**config.mk**
```make
export PLATFORM = sky130hd
export DESIGN_NAME = chat_queue
export DESIGN_NICKNAME = d
export VERILOG_FILES = /design/src/chat_pkg.sv /design/src/chat_queue.sv
export SDC_FILE = /design/constraint.sdc
export NUM_CORES = 1
export LEC_CHECK = 0
export BUFFER_PORTS_ARGS = -buffer_cell sky130_fd_sc_hd__buf_2
export CORE_ASPECT_RATIO = 0.6
export CORE_MARGIN = 2
export CORE_UTILIZATION = 52
export CTS_CLUSTER_SIZE = 16
export DETAILED_ROUTE_END_ITERATION = 8
export PLACE_DENSITY = 0.8
export SLEW_MARGIN = 20
export SYNTH_ARGS = -nofsm -noshare
export SYNTH_HDL_FRONTEND = slang
export SYNTH_SLANG_ARGS = --single-unit
```
**constraint.sdc**
```tcl
create_clock -name clk -period 5.9 [get_ports clk]
set_input_delay 0.885 -clock clk [delete_from_list [all_inputs] [get_ports clk]]
set_output_delay 0.885 -clock clk [all_outputs]
set_load 0.1 [all_outputs]
```
**src/chat_pkg.sv**
```systemverilog
// Package: constants, status codes and queue word type for the account table.
package chat_pkg;
  localparam int BUCKETS = 1024;
  localparam int ENTRIES = 1024;
  localparam int BW = $clog2(BUCKETS);
  localparam int EW = $clog2(ENTRIES);
  localparam int CW = 11;
  localparam int KW = 34;
  localparam int PW = 64;
  localparam int SW = 3;
  localparam int QDEPTH = 2;

  localparam logic [SW-1:0] ST_EXISTS    = 3'd0;
  localparam logic [SW-1:0] ST_CREATED   = 3'd1;
  localparam logic [SW-1:0] ST_LOGIN_OK  = 3'd2;
  localparam logic [SW-1:0] ST_WRONG_PW  = 3'd3;
  localparam logic [SW-1:0] ST_NOT_FOUND = 3'd4;
  localparam logic [SW-1:0] ST_FULL      = 3'd5;

  localparam logic FN_REGISTER = 1'b0;
  localparam logic FN_LOGIN    = 1'b1;

  typedef struct packed {
    logic          func;
    logic [KW-1:0] key;
    logic [PW-1:0] pw_lo;
    logic [PW-1:0] pw_hi;
    logic [BW-1:0] bucket;
  } req_t;
endpackage

```
**src/chat_queue.sv**
```systemverilog
// Queue: short FIFO of classified request words between front and back.
module chat_queue (
  input  logic           clk,
  input  logic           rst_n,
  input  logic           wr_valid,
  output logic           wr_ready,
  input  chat_pkg::req_t wr_word,
  output logic           rd_valid,
  input  logic           rd_ready,
  output chat_pkg::req_t rd_word
);
  import chat_pkg::*;
  localparam int AW = $clog2(QDEPTH);

  req_t          mem_r [QDEPTH];
  logic [AW-1:0] wp_r, rp_r;
  logic [AW:0]   cnt_r;

  assign wr_ready = cnt_r != (AW + 1)'(QDEPTH);
  assign rd_valid = cnt_r != '0;
  assign rd_word = mem_r[rp_r];

  always_ff @(posedge clk) begin
    if (!rst_n) begin
      wp_r <= '0;
      rp_r <= '0;
      cnt_r <= '0;
    end else begin
      if (wr_valid && wr_ready) wp_r <= wp_r + AW'(1);
      if (rd_valid && rd_ready) rp_r <= rp_r + AW'(1);
      cnt_r <= cnt_r + (AW + 1)'(wr_valid && wr_ready) - (AW + 1)'(rd_valid && rd_ready);
    end
    if (wr_valid && wr_ready) mem_r[wp_r] <= wr_word;
  end
endmodule

```
After elaboration in Yosys (flattened, before gate mapping)
Memories as Yosys holds them, arrays and structs flattened. A register that Yosys moved wholly into a read port is not among the register bits.
Cells that the tools add are included.
{"block": "op_classes", "add_sub_neg": 4, "multipliers": 0, "div": 0, "order_cmp": 0, "eq_ne": 1, "n_shift": 0, "n_mux": 4, "bitwise_logic": 0, "reduce_logical": 3}
{"op": "1-bit 2-to-1 mux", "n": 4}
{"op": "1-bit adder (second input constant)", "n": 2}
{"op": "2-bit by 1-bit adder with 2-bit output", "n": 1}
{"op": "1-bit logical AND", "n": 2}
{"op": "2-bit != test (second input constant)", "n": 1}
{"op": "2-bit nonzero test", "n": 1}
{"op": "2-bit by 1-bit subtractor with 2-bit output", "n": 1}
{"block": "word_totals", "register_bits": 4, "latchBits": 0, "ramBits": 346, "rom_bits": 0, "inputBits": 177, "out_inout_bits": 175, "memories": 1}
{"memory": "mem_r", "depth": 2, "word_bits": 173, "rd": 1, "rd_clocked_by_memory_dff": 1, "wr": 1, "line": "chat_queue.sv:15", "source": "req_t mem_r [QDEPTH];"}

Depth between registers and ports, before layout
Gate-level depths: netlist of run 1.
{"block": "logic_depth", "ltp_word": 4, "mapped_depth": 6, "ltp_nobuf": 6}

Worst setup path after synthesis of run 1
No wires, ideal clock.
{"block": "synth_path", "kind": "reg2reg", "startpoint": "register cnt_r[0]", "endpoint": "memory mem_r[1][0] (netlist name) (enable)", "setup_time_ns": 0.555, "arrival_ns": 5.404, "setup_slack_ns": -0.058, "stages_incl_launch_ff": 3, "path_cell_list": "dfxtp_1 nand2b_1 and3_1"}
{"block": "synth_between", "elab_chain_len": 4}
{"item": "from (decl)", "line": "chat_queue.sv:17", "source": "logic [AW:0] cnt_r;"}
{"item": "from (signal assigned)", "line": "chat_queue.sv:31", "source": "cnt_r <= cnt_r + (AW + 1)'(wr_valid && wr_ready) - (AW + 1)'(rd_valid && rd_ready);"}
{"item": "2-bit != test", "line": "chat_queue.sv:19", "source": "assign wr_ready = cnt_r != (AW + 1)'(QDEPTH);"}
{"item": "net wr_ready", "line": "chat_queue.sv:6", "source": "output logic wr_ready,"}
{"item": "1-bit logical AND", "line": "chat_queue.sv:33", "source": "if (wr_valid && wr_ready) mem_r[wp_r] <= wr_word;"}
{"item": "1-bit 2-to-1 mux", "line": "chat_queue.sv:33"}
{"item": "1-bit 2-to-1 mux (not written as such)", "line": "chat_queue.sv:33"}
{"item": "to (decl)", "line": "chat_queue.sv:15"}
The timed path passes the listed nets, and every way through them passes these cells.

==> results of run 1 <==
cell usage after synthesis:
master and n:
nor2_1 2, mux2_2 173, inv_1 1, or2_2 1
clkbuf_8 15, dfxtp_1 5, o21ai_0 1, and2_1 3
a21boi_2 1, a211oi_1 1, nand3_1 1, edfxtp_1 346
nand2b_1 2, nor2b_1 1, ha_1 1, buf_6 4
xnor2_1 1, a21bo_1 1, a32oi_1 1, o21ai_1 1
nand2_1 1, a21bo_2 1, nand3b_1 1, mux2i_1 1
and3_1 1
worst max-delay path, stage by stage (launching register included):
cell and delay [ps]:
dfxtp_4 910, buf_4 510, mux2_2 410, buf_2 300
final cells by class:
class                   instances  area (µm²)  share of cell area [%]
well taps                     322         403                    2.54
clock inverters                12         109                   0.687
clock buffers                  44         865                    5.46
inverters                       1        8.76                  0.0553
repair buffers                357        1830                    11.5
multi-input cells             196        2120                    13.4
flip-flops and latches        351       10500                    66.3
diodes                          5        12.5                  0.0790
routing by layer:
layer / share of wire (%) / routed length, µm / vias to the layer above
met3: 11 / 2800 / 54
met2: 47 / 12400 / 268
met5: 0.19 / 49 / -
met1: 39 / 10300 / 3264
met4: 2.4 / 634 / 8
li1: - / - / 3011
through the flow:
stage / worst slack [ps] / hold WS (ps)
finish: 2240 / 515
global route: 2120 / 493
CTS: 2220 / 488
detailed placement: 2840 / 564
global placement: 2840 / 564
floorplan: 521 / 526
flip-flops by register name (all words and copies together) (netlist names), named ones only:
signal  flops
cnt_r       2
rp_r        1
mem_r     346
wp_r        1
power groups by stage:
stage                     Clock [W]  Sequential [W]  Combinational, W
final                       0.00192         0.00315           0.00332
after global routing        0.00206         0.00317           0.00341
after CTS                   0.00196         0.00315           0.00334
after detailed placement          0         0.00320           0.00333
after global placement            0         0.00319           0.00331
after floorplan                   0         0.00316           0.00298
cells by family (layout without fill, tap and decap cells):
group                    Yosys count  in the layout
buffers and inverters             20            414
AO/OA/AOI/OAI                      7              7
multiplexers                     174            174
AND/OR/NAND/NOR                   13             13
XOR/XNOR                           1              1
adder cells (fa/ha/maj)            1              1
other                              0              5
flip-flops                       351            351
final timing paths:
kind	cells past startpoint	end	slack, ps	from
max	3	rd_word[14]	2240	flop
min	1	mem_r[0][158]$_DFFE_PP_	520	wr_word[158]
max reg2reg	3	mem_r[1][56]$_DFFE_PP_	3340	cnt_r[0]$_SDFF_PN0_
min reg2reg	2	flop	580	rp_r$_SDFFE_PN0P_
cells in the final DEF, fill, tap and decap left out, types with 2 or more instances in the layout:
cell	n
clkbuf_16	31
clkinv_2	5
diode_2	5
buf_12	2
edfxtp_1	346
nor2_1	2
mux2_2	173
clkbuf_1	9
dfxtp_1	4
buf_2	351
clkbuf_8	4
buf_4	4
and2_1	3
clkinv_1	4
bufinv_16	2
nand2b_1	2
==> flow_metrics.py, run 1 <==
metrics = {
    "power_and_ir_drop": {
        "p_switching_w": 0.00366,
        "power.total_w": 0.00839,
        "p_int_w": 0.00472,
        "sequentialPowerShare_pct": 37.5,
        "leakage_nw": 5.88,
        "switching_share_pct": 43.7,
        "clockPowerShare_pct": 22.9,
        "peakVddDrop_v": 0.000412,
        "p_comb_share_pct": 39.6,
        "p_per_area_nw_per_um2": 530,
    },
    "clock_tree": {
        "clock_latency_ps": 550,
        "postCtsSetupRepairBufs": 0,
        "cts_buffers": 30,
        "path_clk_slew_ps": 70,
        "hold_buffers": 0,
        "cts_buffer_depth": 3,
        "cts_tree": "done",
        "cts_resized": 0,
        "htreeDepth": 1,
        "clock_sinks": 351,
        "clockRootBuffer": "clkbuf_16",
    },
    "synth": {
        "syn-instance-count": 567,
        "yosys.area_share.simple_pct": 0.574,
        "yosys_register_bits": 351,
        "yosys-top-cells-area": "edfxtp_1, mux2_2, clkbuf_8",
        "post_synth_num_cell_types": 25,
        "synth_top_area_share_pct": 80.8,
        "synth_area_um2": 12900,
        "synthAdderAreaFrac_pct": 0.0973,
        "synth_area_leader_cell": "edfxtp_1",
        "postSynthAreaPerCell_um2": 22.7,
        "synth_nets": 745,
        "ys_warn_count": 0,
        "synth_top_family_by_area": "multiplexers",
        "synth_compound_area_share_pct": 0.448,
        "synthXorXnorAreaFrac_pct": 0.0681,
        "yosysSeqAreaShare_pct": 81.6,
        "muxShareOfSynthArea_pct": 15.2,
    },
    "final_layout": {
        "fillers": 1650,
        "final_area_um2": 15800,
        "final_util_pct": 65.4,
        "drive_gt1_share_pct": 60.2,
        "nets": 1115,
        "area_growth_pct": 23.2,
        "fin_cells": 1288,
    },
    "routing": {
        "route.detailed.drc": 0,
        "dr.pass1.iters": 6,
        "avgRoutedWirePerCell_um": 20.4,
        "wl_um": 26300,
        "postRouteAntennaNets": 0,
        "via_per_inst": 5.13,
        "vias": 6605,
        "drt_iter0_drc": 388,
    },
    "timing": {
        "period_share_pct": 62.0,
        "rsz0062_at_grt": "no",
        "tns_ps": 0,
        "worstMarginPinSlew_ps": 1020,
        "relSlewSlack_pct": 32.0,
        "hold_viol": 0,
        "fmax_mhz": 273,
        "skew_ps": 11.9,
        "setup_viol": 0,
        "drv_slew": 0,
        "period_needed_ps": 3660,
    },
    "global_route": {
        "met1_usage_pct": 24.2,
        "grt_pass1_vias": 6698,
        "grt_use_total_pct": 19.5,
        "busiest_layer": "met2",
        "grt_max_degree": 107,
        "grt_pass1_wl_um": 38200,
        "grtUsageMet2_pct": 32.2,
        "grt-ovfl-total": 0,
        "use_met3_pct": 7.97,
        "grt_antenna_before_repair": 9,
    },
    "floorplanning": {
        "die_x_um": 207,
        "io_pins": 352,
        "dieArea_um2": 26000,
        "coreArea_um2": 24200,
        "floorplan.initialDensity_pct": 53.1,
        "die_y_um": 126,
        "rows": 44,
    },
    "critical_path": {
        "crit_fanout": 63,
        "timing.critical_path.required_ps": 5020,
        "cp-end-kind": "output pin",
        "crit_path_start_kind": "flop",
        "worstSetupPathType": "reg2out",
        "crit_arrival_ps": 2770,
    },
    "placed_design": {
        "routabilityCongestion": 0.832,
        "hpwl_um": 17500,
        "port_buffers": 351,
        "place_inst": 1227,
        "place_area_um2": 14800,
    },
    "min_path": {
        "hold_path.class": "in2reg",
    },
    "run_status": {
        "outcome": "finished, final reports clean",
    },
    "run": {
        "max-cap-violations": 0,
    },
}
No activity file was read; power rests on OpenSTA's default activity.
==> run 2, diff against run 1 <==
Settings changed: CORE_UTILIZATION 52 to 47, PLACE_DENSITY 0.8 to 0.77.
Clock period 5.9 ns to 3.1 ns, I/O delays scaled along.
==> run 2 against run 1 <==
- wire length is 4.6% lower
- final cell count up 3.6%
- final area grew 1.9%
- critical endpoint is now rd_word[33]
- largest power group unchanged
- highest routed layer unchanged
==> flow_metrics.py, run 2 (synthesis gave the netlist of run 1 again) <==
metrics = {
    "timing": {
        "drv_slew": 0,
        "finalWorstSetupSlack_ps": 360,
        "hold_viol": 0,
        "period_needed_ps": 2740,
        "tns_ps": 0,
        "fmax_mhz": 365,
        "worstMarginPinSlew_ps": 651,
        "relSlewSlack_pct": 56.6,
        "rsz0062_at_grt": "no",
        "skew_ps": 12.7,
        "holdWs_ps": 94.6,
        "setup_viol": 0,
        "period_share_pct": 88.4,
    },
    "floorplanning": {
        "die_x_um": 218,
        "rows": 46,
        "coreArea_um2": 26600,
        "dieArea_um2": 28700,
        "die_y_um": 132,
        "floorplan.initialDensity_pct": 48.2,
        "io_pins": 352,
    },
    "global_route": {
        "grt_use_total_pct": 17.1,
        "grt_pass1_wl_um": 37800,
        "grt_antenna_before_repair": 9,
        "grt_max_degree": 91,
        "grt-ovfl-total": 0,
        "grt_pass1_vias": 6827,
    },
    "critical_path": {
        "crit_arrival_ps": 2280,
        "cp-end-kind": "output pin",
        "timing.critical_path.required_ps": 2630,
        "slowest_stage": "dfxtp_4",
        "crit_fanout": 51,
        "critPathMaxStageDelay_ps": 620,
        "worstSetupPathType": "reg2out",
        "crit_path_start_kind": "flop",
        "cp_cell_sequence": "buf_12, mux2_2, buf_2",
    },
    "final_layout": {
        "regMostFlops": "mem_r",
        "fillers": 1928,
        "drive_gt1_share_pct": 61.6,
        "final_cell_mix": "buf_2, edfxtp_1, mux2_2, clkbuf_16, clkinv_2",
        "nets": 1126,
        "final_util_pct": 60.5,
        "largest_register_ffs": 346,
        "largestRegisters": "mem_r x346, cnt_r x2",
        "layout.area.seq_um2": 10500,
        "area_growth_pct": 25.5,
        "layout_commonest_cell": "buf_2",
        "multiInputGateArea_um2": 2120,
        "fin_cells": 1335,
    },
    "routing": {
        "avgRoutedWirePerCell_um": 18.8,
        "route.detailed.drc": 0,
        "via_per_inst": 4.91,
        "postRouteAntennaNets": 0,
        "dr.pass1.iters": 5,
        "vias": 6561,
        "drt_iter0_drc": 432,
        "wl_um": 25100,
    },
    "clock_tree": {
        "hold_buffers": 0,
        "cts_buffers": 31,
        "postCtsSetupRepairBufs": 0,
        "htreeDepth": 1,
        "cts_tree": "done",
        "clock_sinks": 351,
        "cts_resized": 0,
        "cts_buffer_depth": 3,
        "path_clk_slew_ps": 70,
        "clock_latency_ps": 550,
        "clockRootBuffer": "clkbuf_16",
    },
    "power_and_ir_drop": {
        "peakVddDrop_v": 0.000865,
        "leakage_nw": 6.01,
        "p_per_area_nw_per_um2": 1020,
    },
    "run": {
        "max-cap-violations": 0,
    },
    "run_status": {
        "outcome": "finished, final reports clean",
    },
    "min_path": {
        "hold_path.class": "in2reg",
    },
    "placed_design": {
        "routabilityCongestion": 0.760,
        "place_inst": 1275,
        "hpwl_um": 17100,
        "port_buffers": 351,
        "dp_slack_ps": 928,
    },
}
==> run 2: cell count changes in the layout (fill, tap and decap cells not counted), sizes merged <==
cell and change:
clkinvlp +1, bufinv +5, clkinv +6, diode -2, clkbuf -11, buf +10
==> run 2: per-layer routing <==
metal | track usage (%) | part of all wire, %
met5 | 0 | 0.17
met4 | 3.88 | 2.2
met1 | 22.0 | 41
met3 | 6.81 | 10
met2 | 27.4 | 46
==> run 2: path summary, 6_finish.rpt <==
check / from / end / slack (ps) / cells past startpoint
max: flop / rd_word[33] / 360 / 3
min: wr_word[130] / mem_r[1][130]$_DFFE_PP_ / 90 / 1
max reg2reg: cnt_r[0]$_SDFF_PN0_ / mem_r[1][100]$_DFFE_PP_ / 1220 / 3
min reg2reg: rp_r$_SDFFE_PN0P_ / flop / 590 / 2
==> run 2: cell type report <==
| cell class | count | area share (%) |
|---|---|---|
| Sequential cell | 351 | 65.1 |
| Multi-Input combinational cell | 196 | 13.2 |
| Timing Repair Buffer | 367 | 12.2 |
| Clock buffer | 33 | 4.86 |
| Tap cell | 360 | 2.79 |
| Clock inverter | 24 | 1.84 |
| Inverter | 1 | 0.0465 |
| Antenna cell | 3 | 0.0465 |
==> run 2: worst max-delay path: cells and delay by family, from the launching register on <==
family                 cells  cell delay [ps]
buffers and inverters      2              610
flip-flops                 1              620
multiplexers               1              410
==> run 2: per-stage QoR <==
step | total power (W) | area (µm²)
5_1_grt | 0.0169 | 16100
2_1_floorplan | 0.0117 | 12900
4_1_cts | 0.0165 | 16100
6_report | 0.0164 | 16100
3_5_place_dp | 0.0125 | 15000
3_3_place_gp | 0.0124 | 15000
==> run 2: where the power goes <==
part | switching [W] | total (W) | internal [W]
Clock | 0.00163 | 0.00404 | 0.00241
Sequential | 0.000155 | 0.00593 | 0.00577
Combinational | 0.00524 | 0.00642 | 0.00118
Total | 0.00703 | 0.0164 | 0.00936
