`src/chat_pkg.sv`:
```
// Package: constants, status codes and queue word type for the account table.
package chat_pkg;
  localparam int BUCKETS = 1024;
  localparam int ENTRIES = 1024;
  localparam int BW = $clog2(BUCKETS);
  localparam int EW = $clog2(ENTRIES);
  localparam int CW = 11;
  localparam int KW = 34;
  localparam int PW = 64;
  localparam int SW = 3;
  localparam int QDEPTH = 2;

  localparam logic [SW-1:0] ST_EXISTS    = 3'd0;
  localparam logic [SW-1:0] ST_CREATED   = 3'd1;
  localparam logic [SW-1:0] ST_LOGIN_OK  = 3'd2;
  localparam logic [SW-1:0] ST_WRONG_PW  = 3'd3;
  localparam logic [SW-1:0] ST_NOT_FOUND = 3'd4;
  localparam logic [SW-1:0] ST_FULL      = 3'd5;

  localparam logic FN_REGISTER = 1'b0;
  localparam logic FN_LOGIN    = 1'b1;

  typedef struct packed {
    logic          func;
    logic [KW-1:0] key;
    logic [PW-1:0] pw_lo;
    logic [PW-1:0] pw_hi;
    logic [BW-1:0] bucket;
  } req_t;
endpackage

```
`src/chat_if.sv`:
```
// Interfaces: request and status channels.
interface chat_req_if;
  logic                  valid;
  logic                  ready;
  logic                  func;
  logic [chat_pkg::KW-1:0] user_id;
  logic [chat_pkg::PW-1:0] password_low;
  logic [chat_pkg::PW-1:0] password_high;
  modport source (output valid, func, user_id, password_low, password_high, input ready);
  modport sink (input valid, func, user_id, password_low, password_high, output ready);
endinterface


```
`src/chat_front.sv`:
```
// Front end: accept requests and reduce the key to a bucket by restoring subtraction.
module chat_front (
  input  logic                    clk,
  input  logic                    rst_n,
  input  logic [chat_pkg::CW-1:0] bucket_count,
  chat_req_if.sink                in_ch,
  output logic                    q_valid,
  input  logic                    q_ready,
  output chat_pkg::req_t          q_word
);
  import chat_pkg::*;
  localparam int SH = KW - 1;
  localparam int SHW = $clog2(KW);

  logic          busy_r, busy_nxt;
  logic          done_r, done_nxt;
  logic [SHW-1:0] step_r, step_nxt;
  logic [KW-1:0] rem_r, rem_nxt;
  logic [CW-1:0] div_r, div_nxt;
  req_t          w_r, w_nxt;
  logic [CW-1:0] n;

  always_comb begin
    n = bucket_count;
    if (n == '0) n = CW'(1);
    if (32'(n) > BUCKETS) n = CW'(BUCKETS);
  end

  assign in_ch.ready = !busy_r && !done_r;
  assign q_valid = done_r;

  always_comb begin
    busy_nxt = busy_r;
    done_nxt = done_r;
    step_nxt = step_r;
    rem_nxt = rem_r;
    div_nxt = div_r;
    w_nxt = w_r;
    if (in_ch.valid && in_ch.ready) begin
      busy_nxt = 1'b1;
      step_nxt = SHW'(SH);
      rem_nxt = '0;
      div_nxt = n;
      w_nxt.func = in_ch.func;
      w_nxt.key = in_ch.user_id;
      w_nxt.pw_lo = in_ch.password_low;
      w_nxt.pw_hi = in_ch.password_high;
      w_nxt.bucket = '0;
    end else if (busy_r) begin
      if ({rem_r, w_r.key[step_r]} >= {{(KW + 1 - CW) {1'b0}}, div_r})
        rem_nxt = KW'({rem_r, w_r.key[step_r]} - {{(KW + 1 - CW) {1'b0}}, div_r});
      else
        rem_nxt = KW'({rem_r, w_r.key[step_r]});
      if (step_r == '0) begin
        busy_nxt = 1'b0;
        done_nxt = 1'b1;
        w_nxt.bucket = BW'(rem_nxt);
      end else begin
        step_nxt = step_r - SHW'(1);
      end
    end else if (done_r && q_ready) begin
      done_nxt = 1'b0;
    end
  end

  always_ff @(posedge clk) begin
    if (!rst_n) begin
      busy_r <= 1'b0;
      done_r <= 1'b0;
    end else begin
      busy_r <= busy_nxt;
      done_r <= done_nxt;
    end
    step_r <= step_nxt;
    rem_r <= rem_nxt;
    div_r <= div_nxt;
    w_r <= w_nxt;
  end
  assign q_word = w_r;
endmodule

```
`src/flat_wrapper.sv`:
```
// flat-port wrapper written by rule: the top's interface ports become plain ports
module chat_front_flat import chat_pkg::*;
  (clk, rst_n, bucket_count, q_valid, q_ready, q_word, in_ch_valid, in_ch_func, in_ch_user_id, in_ch_password_low, in_ch_password_high, in_ch_ready);
  chat_req_if in_ch_i ();
  input  logic clk;
  input  logic rst_n;
  input  logic [chat_pkg::CW-1:0] bucket_count;
  output logic q_valid;
  input  logic q_ready;
  output chat_pkg::req_t q_word;
  input wire logic [$bits(in_ch_i.valid)-1:0] in_ch_valid;
  input wire logic [$bits(in_ch_i.func)-1:0] in_ch_func;
  input wire logic [$bits(in_ch_i.user_id)-1:0] in_ch_user_id;
  input wire logic [$bits(in_ch_i.password_low)-1:0] in_ch_password_low;
  input wire logic [$bits(in_ch_i.password_high)-1:0] in_ch_password_high;
  output wire logic [$bits(in_ch_i.ready)-1:0] in_ch_ready;
  assign in_ch_i.valid = in_ch_valid;
  assign in_ch_i.func = in_ch_func;
  assign in_ch_i.user_id = in_ch_user_id;
  assign in_ch_i.password_low = in_ch_password_low;
  assign in_ch_i.password_high = in_ch_password_high;
  assign in_ch_ready = in_ch_i.ready;
  chat_front u_core (.clk(clk), .rst_n(rst_n), .bucket_count(bucket_count), .in_ch(in_ch_i), .q_valid(q_valid), .q_ready(q_ready), .q_word(q_word));
endmodule
```
`config.mk`:
```
export PLATFORM = sky130hd
export DESIGN_NAME = chat_front_flat
export DESIGN_NICKNAME = d
export VERILOG_FILES = /design/src/chat_pkg.sv /design/src/chat_if.sv /design/src/chat_front.sv /design/src/flat_wrapper.sv
export SDC_FILE = /design/constraint.sdc
export NUM_CORES = 1
export LEC_CHECK = 0
export ABC_CLOCK_PERIOD_IN_PS = 9300
export CAP_MARGIN = 20
export CORE_ASPECT_RATIO = 1.1
export CORE_MARGIN = 4
export CORE_UTILIZATION = 50
export CTS_BUF_LIST = sky130_fd_sc_hd__clkbuf_8
export DETAILED_ROUTE_END_ITERATION = 8
export DONT_BUFFER_PORTS = 1
export HOLD_SLACK_MARGIN = 0.06
export SLEW_MARGIN = 10
export SYNTH_ARGS = -nofsm -noshare
export SYNTH_HDL_FRONTEND = slang
export SYNTH_SLANG_ARGS = --single-unit
```
`constraint.sdc`:
```
create_clock -name clk -period 9.3 [get_ports clk]
set_clock_uncertainty 0.2 [all_clocks]
set_input_delay 0.93 -clock clk [delete_from_list [all_inputs] [get_ports clk]]
set_output_delay 0.93 -clock clk [all_outputs]
set_load 0.01 [all_outputs]
```
Yosys cells after proc, flatten, opt, wreduce, memory -nomap -nowiden
Cells that the tools add are included.
{"block": "op_classes", "n_bitwise": 2, "n_lt_le_gt_ge": 3, "addsub": 2, "n_eq_ne": 1, "n_reduce_logical": 11, "mux": 10}
{"operator": "35-bit by 11-bit greater-or-equal comparator with 1-bit output", "count": 1}
{"operator": "34-bit 2-to-1 mux", "count": 1}
{"operator": "34-bit by 11-bit subtractor with 34-bit output", "count": 1}
{"operator": "11-bit > comparator (second input constant)", "count": 1}
{"operator": "11-bit logical NOT", "count": 1}
{"operator": "11-bit 2-to-1 mux", "count": 1}
{"operator": "6-bit by 7-bit < comparator with 1-bit output (second input constant)", "count": 1}
{"operator": "1-bit 2-to-1 mux", "count": 7}
{"operator": "1-bit binary-select mux with 6-bit select", "count": 1}
{"operator": "6-bit logical NOT", "count": 1}
{"operator": "6-bit by 1-bit subtractor with 6-bit output (second input constant)", "count": 1}
{"operator": "2-bit AND reduction", "count": 2}
{"operator": "1-bit logical AND", "count": 3}
{"operator": "3-bit AND reduction", "count": 1}
{"operator": "1-bit logical NOT", "count": 2}
{"operator": "2-bit inequality test (second input constant)", "count": 1}
{"operator": "1-bit NOT", "count": 2}
{"operator": "2-bit nonzero test", "count": 1}
{"block": "word_totals", "ff_bits": 226, "wordCells": 39, "output_inout_bits": 175, "input_bits": 178}

Depth between registers and ports, before layout
Gate-level depths: netlist of run 1.
{"block": "depth", "word_depth": 5, "ltp_mapped": 14, "depth_no_buf": 13}

Worst setup path after synthesis of run 1
OpenSTA, ideal clock, no wires.
{"block": "synth_path", "path_type": "input to register", "from": "in in_ch_valid", "to": "reg u_core.rem_r[13]", "setup_time_ps": 79, "t_arrival_ps": 6317, "t_required_ps": 9021, "path_stages": 6, "path_slack_ps": 2704, "cell_sequence": "nand3_1 -> clkinv_1 -> nor2_1 -> clkbuf_1 -> nand2_1 -> o211ai_1"}
{"block": "synth_between", "elab_chain_cells": 1}
{"item": "start: declaration", "line": "flat_wrapper.sv:11", "rtl": "input wire logic [$bits(in_ch_i.valid)-1:0] in_ch_valid;"}
{"item": "1-bit logical AND", "line": "chat_front.sv:39", "rtl": "if (in_ch.valid && in_ch.ready) begin"}
{"item": "end signal: assignment", "line": "chat_front.sv:75", "rtl": "rem_r <= rem_nxt;"}
{"item": "end: declaration", "line": "chat_front.sv:18", "rtl": "logic [KW-1:0] rem_r, rem_nxt;"}
Every way passes these cells.
A chain may end at the register's enable or synchronous reset.

Final worst setup path of run 1
{"block": "layout_path", "from": "reg u_core.step_r[0]", "to": "reg u_core.w_r (netlist bit u_core.q_word[0])"}
{"block": "layout_between", "elab_chain_cells": 4, "elab_cells_between_ends": 7}
{"item": "start: declaration", "line": "chat_front.sv:17", "rtl": "logic [SHW-1:0] step_r, step_nxt;"}
{"item": "start signal: assignment", "line": "chat_front.sv:74", "rtl": "step_r <= step_nxt;"}
{"item": "1-bit binary-select mux with 6-bit select", "line": "chat_front.sv:50, chat_front.sv:51, chat_front.sv:53"}
{"item": "1-bit 2-to-1 mux (implied by the code)", "line": "chat_front.sv:50, chat_front.sv:51, chat_front.sv:53"}
{"item": "34-bit by 11-bit subtractor with 34-bit output / 35-bit by 11-bit greater-or-equal comparator with 1-bit output (equally long branches)", "line": "chat_front.sv:51, chat_front.sv:50"}
{"item": "34-bit 2-to-1 mux", "line": "chat_front.sv:50", "rtl": "if ({rem_r, w_r.key[step_r]} >= {{(KW + 1 - CW) {1'b0}}, div_r})"}
{"item": "end signal: assignment", "line": "chat_front.sv:77", "rtl": "w_r <= w_nxt;"}
{"item": "end: declaration", "line": "chat_front.sv:20", "rtl": "req_t w_r, w_nxt;"}
Several ways; a longest one is shown, not always the timed one. The select of a mux whose other input is x is not followed.

==> reports/qor.tcl, run 1 <==
set qor(h_tree_depth) 2
set qor(criticalPathCategory) {register to register}
set qor(gp_congestion) 0.8748
set qor(setup_tns_ns) 0
set qor(setup_viol) 0
set qor(crit_path_top_delay_cell) {sky130_fd_sc_hd__dfxtp_1}
set qor(cts_hold_buf) 0
set qor(portBuffers) 0
set qor(setup.worst_path.end_class) {register}
set qor(finalNetCount) 838
set qor(grtUsageTotal_pct) 21.62
set qor(classification_of_the_worst_slack_hold_path) {register to register}
set qor(crit_arrival_ns) 4.77
set qor(critical_path_peak_fanout) 18
set qor(power.density_cell_area_mw_per_mm2) 292.1
set qor(layout.core_utilization_pct) 57.16
set qor(ordered_list_of_cells_on_the_worst_path) {mux4_2 -> a22oi_1 -> nand3_1 -> o211ai_1 -> ha_1 -> nor2b_1 -> o31ai_1 -> a21oi_1 -> a21boi_1 -> buf_4 -> mux2_2 -> o21ai_0}
set qor(synth_area_leaders) {sky130_fd_sc_hd__edfxtp_1 (59%), sky130_fd_sc_hd__dfxtp_1 (12%), sky130_fd_sc_hd__ha_1 (1.8%)}
set qor(synth.top_cell.area_share_pct) 58.82
set qor(first_global_vias) 5348
set qor(vdd.ir_drop.worst_uv) 214.3
set qor(flow.area_growth_from_synthesis_pct) 10.69
set qor(timing.critical_path.slowest_cell_delay_ns) 0.73
set qor(worstSetupPathDepth) 12
set qor(grt_pass1_wl_um) 32760
set qor(power_leakage_nw) 3.500
set qor(total_die_area_mm2) 0.01997
set qor(cell_type_with_the_largest_total_area_after_synthesis) {sky130_fd_sc_hd__edfxtp_1}
set qor(die_height_um) 147.8
set qor(cell_depth_of_the_worst_hold_path) 2
set qor(dp_hpwl_um) 16420
set qor(cts_buffer_depth) 3
set qor(via_count) 5432
set qor(antenna_violating_nets_post_route) 0
set qor(grt_setup_unrepaired) {false}
set qor(postSynthNetCount) 821
set qor(drtIter0Drc) 458
set qor(ys_ff_latch) 226
set qor(drive_above_1_share_pct) 12.63
set qor(post_synth_inst_count) 629
set qor(synth-edff-count) 174
set qor(post-route-drc-count) 0
set qor(grt_overflow_total) 0
set qor(slew_viol_final) 0
set qor(cts.sinks) 226
set qor(clockRootBuffer) {sky130_fd_sc_hd__clkbuf_8}
set qor(synthesis.area_per_instance_um2) 14.12
set qor(layout_common_cells) {sky130_fd_sc_hd__edfxtp_1 (174), sky130_fd_sc_hd__dfxtp_1 (52), sky130_fd_sc_hd__clkbuf_8 (39), sky130_fd_sc_hd__nand2_1 (33)}
set qor(max_clock_freq_ghz) 0.2198
set qor(wl_um) 22130
set qor(status) {finished clean}
set qor(finalNonFillerCells) 907
set qor(horizontal_die_dimension_um) 135.1
set qor(filler_cell_count) 1391
set qor(grt_antenna_before_repair) 2
set qor(layout_worst_path_cycle_share_pct) 48.91
set qor(post-cts-setup-buffers) 0
set qor(clk_latency_ns) 0.51
set qor(place.detailed.instances) 840
set qor(required_ns) 9.52
set qor(clock_tree_from_tritoncts) {built}
set qor(cpLargestDelayFamily) {compound AO/OA/AOI/OAI gates}
set qor(start_util_pct) 51.64
set qor(slew_headroom_pct) 40.96
set qor(commonest_non_fill_non_tap_cell_in_the_layout) {sky130_fd_sc_hd__edfxtp_1}
set qor(synth-main-ff-cell) {sky130_fd_sc_hd__edfxtp_1}
set qor(worstSetupStartpointType) {register}
set qor(grt_max_degree) 67
set qor(viasPerCell) 5.989
set qor(r2r_cells) 12
set qor(synth-async-reset-ratio_pct) 0
set qor(routed_wire_length_per_instance_um) 24.40
set qor(ys.warnings.count) 0
set qor(antenna_cell_count) 0
set qor(top_ports) 353
set qor(floorplan.rows) 50
set qor(rrSetupSlack_ns) 4.75
set qor(layout_min_cycle_time_ns) 4.549
set qor(drt-pass1-iter-count) 5
set qor(cts_resized) 0
set qor(transition_time_at_the_pin_with_the_least_slew_margin_ns) 0.8856
set qor(hold_viol) 0
set qor(cap_violations) 0
set qor(clk_pin_slew_ns) 0.07
set qor(critPathBufInv) 1
set qor(yosysSeqAreaShare_pct) 70.54
set qor(mappedNetlistArea_mm2) 0.008884
set qor(synth_cell_types) 65
set qor(tritoncts.num_buffers) 37
set qor(placeableCoreArea_mm2) 0.01720
## flip-flops by register name, indices dropped and copies added (netlist names)
| register | flops |
|---|---|
| u_core.busy_r | 1 |
| u_core.div_r | 11 |
| u_core.q_valid | 1 |
| u_core.q_word | 173 |
| u_core.rem_r | 34 |
| u_core.step_r | 6 |
## power by group
group / total [mW] / leakage (nW) / internal (mW) / switching, mW
registers: 1.36 / 2.09 / 1.22 / 0.145
logic: 0.691 / 1.01 / 0.281 / 0.410
clock network: 0.818 / 0.391 / 0.447 / 0.371
## cell families after synthesis
group | Yosys count | share of synthesized area, %
AO/OA/AOI/OAI | 130 | 9.944
XOR/XNOR | 14 | 1.380
adder cells (fa/ha/maj) | 14 | 2.056
buffers and inverters | 49 | 2.141
flip-flops | 226 | 70.54
multiplexers | 19 | 3.211
AND/OR/NAND/NOR | 177 | 10.73
## cells in the mapped netlist (2+ instances only)
| cell type | number |
|---|---|
| sky130_fd_sc_hd__nand3_1 | 28 |
| sky130_fd_sc_hd__nand4_1 | 7 |
| sky130_fd_sc_hd__mux2_2 | 6 |
| sky130_fd_sc_hd__o21ba_2 | 4 |
| sky130_fd_sc_hd__or2_2 | 4 |
| sky130_fd_sc_hd__edfxtp_1 | 174 |
| sky130_fd_sc_hd__clkbuf_1 | 25 |
| sky130_fd_sc_hd__dfxtp_1 | 52 |
| sky130_fd_sc_hd__o211ai_1 | 17 |
| sky130_fd_sc_hd__a211oi_1 | 8 |
| sky130_fd_sc_hd__nor4_1 | 6 |
| sky130_fd_sc_hd__or4_2 | 2 |
| sky130_fd_sc_hd__or4_1 | 11 |
| sky130_fd_sc_hd__a21oi_1 | 22 |
| sky130_fd_sc_hd__a31oi_1 | 6 |
| sky130_fd_sc_hd__o31ai_1 | 5 |
| sky130_fd_sc_hd__nor2b_1 | 11 |
| sky130_fd_sc_hd__nor2_1 | 29 |
| sky130_fd_sc_hd__a211o_1 | 2 |
| sky130_fd_sc_hd__mux4_2 | 7 |
| sky130_fd_sc_hd__mux2i_1 | 6 |
| sky130_fd_sc_hd__nor3_1 | 17 |
| sky130_fd_sc_hd__xnor2_1 | 8 |
| sky130_fd_sc_hd__nand4b_1 | 2 |
| sky130_fd_sc_hd__or3_1 | 3 |
| sky130_fd_sc_hd__nand2_1 | 33 |
| sky130_fd_sc_hd__a22oi_1 | 2 |
| sky130_fd_sc_hd__buf_2 | 2 |
| sky130_fd_sc_hd__a22o_1 | 5 |
| sky130_fd_sc_hd__and2_1 | 4 |
| sky130_fd_sc_hd__ha_1 | 13 |
| sky130_fd_sc_hd__o211a_1 | 2 |
| sky130_fd_sc_hd__o311ai_0 | 4 |
| sky130_fd_sc_hd__xor2_1 | 6 |
| sky130_fd_sc_hd__inv_1 | 19 |
| sky130_fd_sc_hd__o21ai_0 | 28 |
| sky130_fd_sc_hd__a21o_1 | 6 |
| sky130_fd_sc_hd__nand2b_1 | 9 |
| sky130_fd_sc_hd__a32oi_1 | 5 |
| sky130_fd_sc_hd__o21a_1 | 3 |
| sky130_fd_sc_hd__o22ai_1 | 2 |
## cell type report
class,count,area [um2],area share [%]
flip-flops and latches,226,6266,63.72
multi-input cells,354,2430,24.71
clock buffers,39,536.8,5.459
well taps,234,292.8,2.977
clock inverters,27,171.4,1.743
inverters,20,80.08,0.8144
repair buffers,7,56.30,0.5726
## path summary, 6_finish.rpt
kind                    start               end
max          u_core.step_r[0]  u_core.q_word[0]
min          u_core.rem_r[33]  u_core.rem_r[33]
max reg2reg  u_core.step_r[0]  u_core.q_word[0]
min reg2reg  u_core.rem_r[33]  u_core.rem_r[33]
## tightest hold or removal path: cells and delay by family, from the launching register on
| family | cells | cell delay, ns |
|---|---|---|
| flip-flops | 1 | 0.33 |
| AND/OR/NAND/NOR | 2 | 0.12 |
## metal layers
layer,vias to the layer above,wire (um),GRT usage (%)
met5,-,33,0
met4,4,530,6.855
met3,37,1732,7.965
met2,245,11850,37.35
met1,2668,7987,25.01
li1,2478,-,-
## through the flow
| step | setup slack (ns) | power [mW] | cell area [um2] | hold WS [ns] |
|---|---|---|---|---|
| finish | 4.751 | 2.872 | 9833 | 0.2845 |
| global route | 4.260 | 3.053 | 9833 | 0.2675 |
| CTS | 4.714 | 2.897 | 9822 | 0.2701 |
| detailed placement | 4.745 | 2.064 | 9114 | 0.2543 |
| global placement | 4.873 | 2.054 | 9114 | 0.2375 |
| floorplan | 2.704 | 1.890 | 8884 | 0.2271 |
(Power assumes the default switching activity.)
==> inputs of run 2 (changes only) <==
- ABC_AREA: unset -> 1
- ABC_CLOCK_PERIOD_IN_PS: 9300 -> 4400
- clock period: 9.3 -> 4.4 ns (I/O delays scaled with it)
==> reports/qor.tcl, run 2 <==
set qor(status) {finished clean}
set qor(synth.area.mux_share_pct) 0 ;# -3.2 points
set qor(tritoncts.num_buffers) 36 ;# -2.7%
set qor(portBuffers) 0 ;# unchanged
set qor(post-cts-setup-buffers) 0 ;# unchanged
set qor(cts.sinks) 226 ;# unchanged
set qor(total_die_area_mm2) 0.02119 ;# +6.1%
set qor(netSwitchingFraction_pct) 31.17 ;# -1.1 points
set qor(viasPerCell) 5.509 ;# -8.0%
set qor(post_synth_inst_count) 895 ;# +42%
set qor(slew_viol_final) 0 ;# unchanged
set qor(grt_antenna_before_repair) 1 ;# -1
set qor(clk_pin_slew_ns) 0.06 ;# about the same
set qor(first_global_vias) 7578 ;# +42%
set qor(cts_buffer_depth) 3 ;# unchanged
set qor(grt_max_degree) 101 ;# +51%
set qor(post_synth_xor_area_fraction_pct) 1.389 ;# +0.0082 points
set qor(cts_resized) 0 ;# unchanged
set qor(netlist_top_cells_count) {sky130_fd_sc_hd__edfxtp_1 (174), sky130_fd_sc_hd__nand2_1 (170), sky130_fd_sc_hd__inv_1 (111)}
set qor(postSynthNetCount) 1087 ;# +32%
set qor(synth-edff-count) 174 ;# unchanged
set qor(transition_time_at_the_pin_with_the_least_slew_margin_ns) 0.8575 ;# -0.02810 ns
set qor(synthesized_area_fraction_occupied_by_ao_oa_aoi_and_oai_cells_pct) 7.273 ;# -2.7 points
set qor(combinational_family_with_the_most_area_after_synthesis) {simple AND/OR/NAND/NOR gates}
set qor(setup_tns_ns) 0 ;# unchanged
set qor(routed_wire_length_per_instance_um) 22.75 ;# -6.8%
set qor(layout_min_cycle_time_ns) 3.604 ;# -0.9445 ns
set qor(floorplan.rows) 52 ;# +4.0%
set qor(clock_tree_from_tritoncts) {built}
set qor(power.clock.fraction_pct) 32.9 ;# +4.4 points
set qor(internal-power_mw) 4.020 ;# +110%
set qor(power.density_cell_area_mw_per_mm2) 476.3 ;# +63%
set qor(power_leakage_nw) 5.035 ;# +44%
set qor(clockRootBuffer) {sky130_fd_sc_hd__clkbuf_8}
set qor(setup_viol) 0 ;# unchanged
set qor(synth_cell_types) 38 ;# -42%
set qor(layout_worst_path_cycle_share_pct) 81.91 ;# +33 points
set qor(wl_um) 31010 ;# +40%
set qor(placeableCoreArea_mm2) 0.01848 ;# +7.4%
set qor(worstSetupStartpointType) {register}
set qor(share_of_power_burned_in_registers_pct) 46.5 ;# -0.9 points
set qor(register_area_mm2) 0.006266 ;# unchanged
set qor(ordered_list_of_cells_on_the_worst_path) {clkinv_1 -> nand3_1 -> nand3_1 -> nand3_1 -> nand2_1 -> nand3_1 -> nand2_1 -> inv_1 -> ha_1 -> inv_1 -> fa_1 -> nand2_1 -> nand2_1 -> nand2_1 -> nand2_1 -> nand2_1 -> nand2_1 -> inv_1 -> nand3_1 -> nand2_1 -> nand2_1 -> a21oi_1}
set qor(slew_headroom_pct) 42.83 ;# +1.9 points
set qor(die_height_um) 152.3 ;# +3.0%
set qor(drive_above_1_share_pct) 8.668 ;# -4.0 points
set qor(filler_cell_count) 1433 ;# +3.0%
set qor(critical_path_peak_fanout) 11 ;# -7
set qor(commonest_non_fill_non_tap_cell_in_the_layout) {sky130_fd_sc_hd__dlygate4sd3_1}
set qor(power.net_switching_mw) 1.820 ;# +97%
set qor(synthesis.area_per_instance_um2) 10.57 ;# -25%
set qor(antenna_violating_nets_post_route) 0 ;# unchanged
set qor(synth-async-reset-ratio_pct) 0 ;# unchanged
set qor(yosysSeqAreaShare_pct) 66.23 ;# -4.3 points
set qor(cell_type_with_the_largest_total_area_after_synthesis) {sky130_fd_sc_hd__edfxtp_1}
set qor(total_power_mw) 5.840 ;# +100%
set qor(crit_arrival_ns) 3.84 ;# -0.93 ns
set qor(drtIter0Drc) 635 ;# +39%
set qor(grt_pass1_wl_um) 46420 ;# +42%
set qor(timing.critical_path.slowest_cell_delay_ns) 0.51 ;# -0.22 ns
set qor(gp_congestion) 0.9210 ;# +5.3%
set qor(setup.worst_path.end_class) {register}
set qor(start_util_pct) 51.21 ;# -0.43 points
set qor(crit_path_top_delay_cell) {sky130_fd_sc_hd__dfxtp_1}
set qor(required_ns) 4.64 ;# -4.88 ns
set qor(via_count) 7509 ;# +38%
set qor(ys_ff_latch) 226 ;# unchanged
set qor(drt-pass1-iter-count) 5 ;# unchanged
set qor(post-route-drc-count) 0 ;# unchanged
set qor(classification_of_the_worst_slack_hold_path) {input port to register}
set qor(multiInputGateArea_mm2) 0.002641 ;# +8.7%
set qor(hold_viol) 0 ;# unchanged
set qor(layout_common_cells) {sky130_fd_sc_hd__dlygate4sd3_1 (177), sky130_fd_sc_hd__edfxtp_1 (174), sky130_fd_sc_hd__nand2_1 (170), sky130_fd_sc_hd__inv_1 (114), sky130_fd_sc_hd__nor2_1 (92)}
set qor(finalNetCount) 1287 ;# +54%
set qor(post-synth-top-count-cell) {sky130_fd_sc_hd__edfxtp_1}
set qor(largest_reg_flops) 173 ;# unchanged
set qor(max_clock_freq_ghz) 0.2775 ;# +26%
set qor(post_synth_and_or_nand_nor_area_fraction_pct) 17.32 ;# +6.6 points
set qor(vdd.ir_drop.worst_uv) 315.3 ;# +47%
set qor(criticalPathCategory) {register to register}
set qor(top_ports) 353 ;# unchanged
set qor(clk_latency_ns) 0.52 ;# about the same
set qor(cap_violations) 0 ;# unchanged
set qor(dp_hpwl_um) 21780 ;# +33%
set qor(synth_area_leaders) {sky130_fd_sc_hd__edfxtp_1 (55%), sky130_fd_sc_hd__dfxtp_1 (11%), sky130_fd_sc_hd__nand2_1 (6.7%)}
set qor(horizontal_die_dimension_um) 139.2 ;# +3.0%
set qor(grtUsageTotal_pct) 28.45 ;# +6.8 points
set qor(grt_overflow_total) 0 ;# unchanged
set qor(comb_power_share_pct) 20.6 ;# -3.5 points
set qor(ys.warnings.count) 0 ;# unchanged
set qor(grt_setup_unrepaired) {false}
set qor(flow.area_growth_from_synthesis_pct) 29.61
set qor(synth-main-ff-cell) {sky130_fd_sc_hd__edfxtp_1}
set qor(post_synth_fa_ha_maj_area_fraction_pct) 1.931 ;# -0.13 points
set qor(mappedNetlistArea_mm2) 0.009462 ;# +6.5%
set qor(most_prevalent_standard_cell_on_the_critical_path) {sky130_fd_sc_hd__nand2_1}
set qor(synth.top_cell.area_share_pct) 55.22 ;# -3.6 points
set qor(h_tree_depth) 2 ;# unchanged
[run 2: changes by cell type after synthesis, moves of 16 or more]
cell                       delta
sky130_fd_sc_hd__nand2_1    +137
sky130_fd_sc_hd__inv_1       +92
sky130_fd_sc_hd__nor2_1      +63
sky130_fd_sc_hd__a21oi_1     +33
sky130_fd_sc_hd__nand3_1     +30
sky130_fd_sc_hd__o21ai_1     +16
sky130_fd_sc_hd__o211ai_1    -16
[run 2: path summary, 6_finish.rpt]
check | from | endpoint | slack (ns) | cells after the start
max | u_core.step_r[1] | u_core.rem_r[28] | 0.80 | 22
max reg2reg | u_core.step_r[1] | u_core.rem_r[28] | 0.80 | 22
min | bucket_count[8] | u_core.div_r[0] | 0.13 | 3
min reg2reg | u_core.rem_r[30] | u_core.rem_r[30] | 0.34 | 2
[run 2: area by class of cell]
class / instances / share of cell area, %
antenna: 1 / 0.02041
multi-input combinational: 528 / 21.54
clock inverter: 22 / 1.684
inverter: 118 / 3.653
timing repair buffer: 185 / 15.04
clock buffer: 40 / 4.489
sequential: 226 / 51.10
tap: 243 / 2.479
[run 2: logic make-up after synthesis]
group	Yosys count
and+or+nand+nor	373
DFF	226
buffers and inverters	141
AOI/OAI and AO/OA	126
xor gates and xnor gates	15
adders and majority gates	14
[run 2: through the flow]
| stage | setup WS, ns | utilization (%) | cell area [um2] | hold slack, ns | std cells |
|---|---|---|---|---|---|
| floorplan | 0.6561 | - | 9463 | 0.2771 | 895 |
| global placement | 0.9296 | 52.67 | 9732 | 0.3114 | 1123 |
| detailed placement | 0.8202 | 52.67 | 9732 | 0.3193 | 1123 |
| CTS | 0.7921 | 66.35 | 12260 | 0.08980 | 1362 |
| global route | 0.4032 | 66.37 | 12260 | 0.1286 | 1363 |
| finish | 0.7958 | 66.37 | 12260 | 0.1272 | 1363 |
[run 2: what timing repair did]
item,in CTS,in global routing
endpoints found under the setup margin,0,0
hold buffers,177,0
endpoints found under the hold margin,176,0
[run 2: routing by layer]
metal  up-vias  GRT usage [%]  share of wire, %
li1       3416              -                 -
met1      3651          35.26                38
met2       386          48.88                51
met3        56          7.627               7.8
met4         0          8.854               3.0
met5         -              0                 0
[run 2: power groups by stage]
stage                     sequential, mW  combinational [mW]  clock, mW
final                               2.71                1.20       1.92
after floorplan                     2.68               0.808          0
after global placement              2.75                1.04          0
after global routing                2.73                1.34       2.06
after CTS                           2.71                1.18       1.92
after detailed placement            2.75                1.05          0
[run 2: worst max-delay path: cells and delay by family, from the launching register on]
family / cells / cell delay, ns
buffers and inverters: 4 / 0.62
AOI/OAI and AO/OA: 1 / 0.15
DFF: 1 / 0.51
adders and majority gates: 2 / 0.64
and+or+nand+nor: 15 / 1.43
==> inputs of run 3 (changes only) <==
- ABC_CLOCK_PERIOD_IN_PS: 4400 -> 2900
- PLACE_DENSITY: unset -> 0.68
- clock period: 4.4 -> 2.9 ns (I/O delays scaled with it)
==> reports/qor.tcl, run 3 (synthesis gave the netlist of run 2 again) <==
set qor(cts_buffer_depth) 3 ;# unchanged
set qor(grtUsageTotal_pct) 31.21 ;# +2.8 points
set qor(power.density_cell_area_mw_per_mm2) 697.8 ;# +47%
set qor(start_util_pct) 51.21 ;# unchanged
set qor(portBuffers) 0 ;# unchanged
set qor(setup_viol) 24 ;# +24
set qor(status) {finished with violations}
set qor(setup.worst_path.end_class) {register}
set qor(drtIter0Drc) 633 ;# -0.31%
set qor(via_count) 7982 ;# +6.3%
set qor(classification_of_the_worst_slack_hold_path) {input port to register}
set qor(setup_tns_ns) -0.6558 ;# -0.6558 ns
set qor(critical_path_peak_fanout) 16 ;# +5
set qor(required_ns) 3.10 ;# -1.54 ns
set qor(layout_min_cycle_time_ns) 2.962 ;# -0.6425 ns
set qor(stdcell_area_mm2) 0.01334 ;# +8.7%
set qor(final.setup.worst_slack_ns) -0.06170 ;# -0.8575 ns
set qor(post-route-drc-count) 0 ;# unchanged
set qor(finalNetCount) 1385 ;# +7.6%
set qor(wl_um) 34680 ;# +12%
set qor(placeableCoreArea_mm2) 0.01848 ;# unchanged
set qor(max_clock_freq_ghz) 0.3376 ;# +22%
set qor(clk_latency_ns) 0.54 ;# +0.02 ns
set qor(tritoncts.num_buffers) 38 ;# +5.6%
set qor(vdd.ir_drop.worst_uv) 516.0 ;# +64%
set qor(placement.cell_area_mm2) 0.01041 ;# +6.9%
set qor(criticalPathCategory) {register to register}
set qor(top_ports) 353 ;# unchanged
set qor(drt-pass1-iter-count) 4 ;# -1
set qor(grt_setup_unrepaired) {true}
set qor(first_global_vias) 7824 ;# +3.2%
set qor(transition_time_at_the_pin_with_the_least_slew_margin_ns) 0.6966 ;# -0.1608 ns
set qor(total_die_area_mm2) 0.02119 ;# unchanged
set qor(power_leakage_nw) 5.627 ;# +12%
set qor(crit_arrival_ns) 3.17 ;# -0.67 ns
set qor(clk_pin_slew_ns) 0.06 ;# about the same
set qor(layout_worst_path_cycle_share_pct) 102.1 ;# +20 points
set qor(die_height_um) 152.3 ;# unchanged
set qor(top_signal_layer_used) {met5}
set qor(clock_tree_from_tritoncts) {built}
set qor(layout.core_utilization_pct) 72.17 ;# +5.8 points
set qor(floorplan.rows) 52 ;# unchanged
set qor(slew_viol_final) 0 ;# unchanged
set qor(hold_viol) 0 ;# unchanged
set qor(dp_hpwl_um) 22710 ;# +4.2%
set qor(grt_pass1_wl_um) 50290 ;# +8.3%
set qor(drive_above_1_share_pct) 20.03 ;# +11 points
set qor(grt_max_degree) 74 ;# -27%
set qor(slew_headroom_pct) 53.39 ;# +11 points
set qor(cap_violations) 0 ;# unchanged
set qor(post_route_worst_hold_slack_ns) 0.1614 ;# +0.03418 ns
set qor(largest_reg_flops) 173 ;# unchanged
set qor(violations_in_the_final_reports) {negative setup slack}
set qor(gp_congestion) 0.9566 ;# +3.9%
set qor(antenna_violating_nets_post_route) 0 ;# unchanged
set qor(cts.sinks) 226 ;# unchanged
set qor(commonest_non_fill_non_tap_cell_in_the_layout) {sky130_fd_sc_hd__dlygate4sd3_1}
set qor(routed_wire_length_per_instance_um) 23.62 ;# +3.8%
set qor(layout_common_cells) {sky130_fd_sc_hd__dlygate4sd3_1 (177), sky130_fd_sc_hd__edfxtp_1 (174), sky130_fd_sc_hd__nand2_1 (153), sky130_fd_sc_hd__inv_1 (122), sky130_fd_sc_hd__buf_4 (91)}
set qor(worstSetupStartpointType) {register}
set qor(horizontal_die_dimension_um) 139.2 ;# unchanged
set qor(grt_overflow_total) 0 ;# unchanged
set qor(met3_wirelength_um) 2943 ;# +22%
set qor(total_power_mw) 9.306 ;# +59%
set qor(grt_antenna_before_repair) 2 ;# +1
set qor(m1WireLength_um) 12920 ;# +9.5%
set qor(clockRootBuffer) {sky130_fd_sc_hd__clkbuf_8}
set qor(detailroute.wirelength.met2_um) 17320 ;# +9.2%
set qor(flow.area_growth_from_synthesis_pct) 40.94
set qor(viasPerCell) 5.437 ;# -1.3%
set qor(h_tree_depth) 2 ;# unchanged
run 3: cell types whose count changed in the layout (fill, tap and decap cells not counted), moves of 5 or more:
cell                      previous run  this run
sky130_fd_sc_hd__o21ai_0            37        31
sky130_fd_sc_hd__nor2_2              4         9
sky130_fd_sc_hd__nand2_1           170       153
sky130_fd_sc_hd__buf_4               7        91
sky130_fd_sc_hd__nand3_2             0         8
sky130_fd_sc_hd__nor2_1             92        85
sky130_fd_sc_hd__nand2_2             9        20
sky130_fd_sc_hd__o21ai_2             9        16
sky130_fd_sc_hd__nand2_4             2         9
sky130_fd_sc_hd__inv_1             114       122
sky130_fd_sc_hd__nand3_1            58        50
run 3: metrics by stage:
stage,setup WS [ns],instances
finish,-0.06170,1468
global route,-0.2464,1467
CTS,0.01385,1453
detailed placement,-0.3055,1206
global placement,-0.2737,1206
floorplan,0.05444,895
run 3: critical path, cell delays in order, from the launching register on:
cell and delay, ns:
sky130_fd_sc_hd__dfxtp_4 0.43, sky130_fd_sc_hd__inv_6 0.09, sky130_fd_sc_hd__nand2_1 0.11, sky130_fd_sc_hd__nand3_2 0.09, sky130_fd_sc_hd__nand3_2 0.07, sky130_fd_sc_hd__nand2_1 0.06, sky130_fd_sc_hd__nor2_1 0.08, sky130_fd_sc_hd__nand2_1 0.08
sky130_fd_sc_hd__nand3_2 0.08, sky130_fd_sc_hd__nand2_2 0.05, sky130_fd_sc_hd__inv_2 0.08, sky130_fd_sc_hd__ha_4 0.14, sky130_fd_sc_hd__nor2_1 0.06, sky130_fd_sc_hd__nor2_2 0.21, sky130_fd_sc_hd__nor2_2 0.08, sky130_fd_sc_hd__nor3_4 0.27
sky130_fd_sc_hd__nand2_4 0.15, sky130_fd_sc_hd__buf_6 0.17, sky130_fd_sc_hd__nand2_2 0.05, sky130_fd_sc_hd__o21ai_2 0.07, sky130_fd_sc_hd__o21ai_2 0.14, sky130_fd_sc_hd__inv_1 0.06
run 3: what timing repair did:
action                                  in CTS  in global routing
resized for setup                           17                 63
cloned                                       0                  4
hold buffers                               177                  0
pin swaps                                    1                 24
buffers inserted                             0                  9
endpoints found under the setup margin      40                 44
endpoints found under the hold margin      176                  0
run 3: final timing paths:
check / start / to / slack, ns / depth (start not counted)
worst max-delay path: u_core.step_r[0] / u_core.q_word[5] / -0.06 / 21
worst min-delay path: in_ch_valid / u_core.rem_r[31] / 0.16 / 4
worst max register to register: u_core.step_r[0] / u_core.q_word[5] / -0.06 / 21
worst min register to register: u_core.rem_r[30] / u_core.rem_r[30] / 0.33 / 2
run 3: report_power, final:
group,switching (mW),internal (mW),total [mW]
combinational,1.34,0.928,2.27
sequential,0.320,3.80,4.12
clock,1.37,1.55,2.92
run 3: routing by layer:
layer  GRT usage [%]  up-vias
met5               0        -
met4           11.23        2
met3           8.443       88
met2           52.63      464
met1           38.84     3799
li1                -     3629
run 3: area by class of cell:
type | count | area (um2)
Inverter | 118 | 461.7
Tap cell | 243 | 304.0
Multi-Input combinational cell | 529 | 2875
Timing Repair inverter | 1 | 7.507
Fill cell | 1286 | 5142
Clock inverter | 27 | 168.9
Clock buffer | 43 | 591.8
Timing Repair Buffer | 279 | 2650
Sequential cell | 226 | 6271
Antenna cell | 2 | 5.005
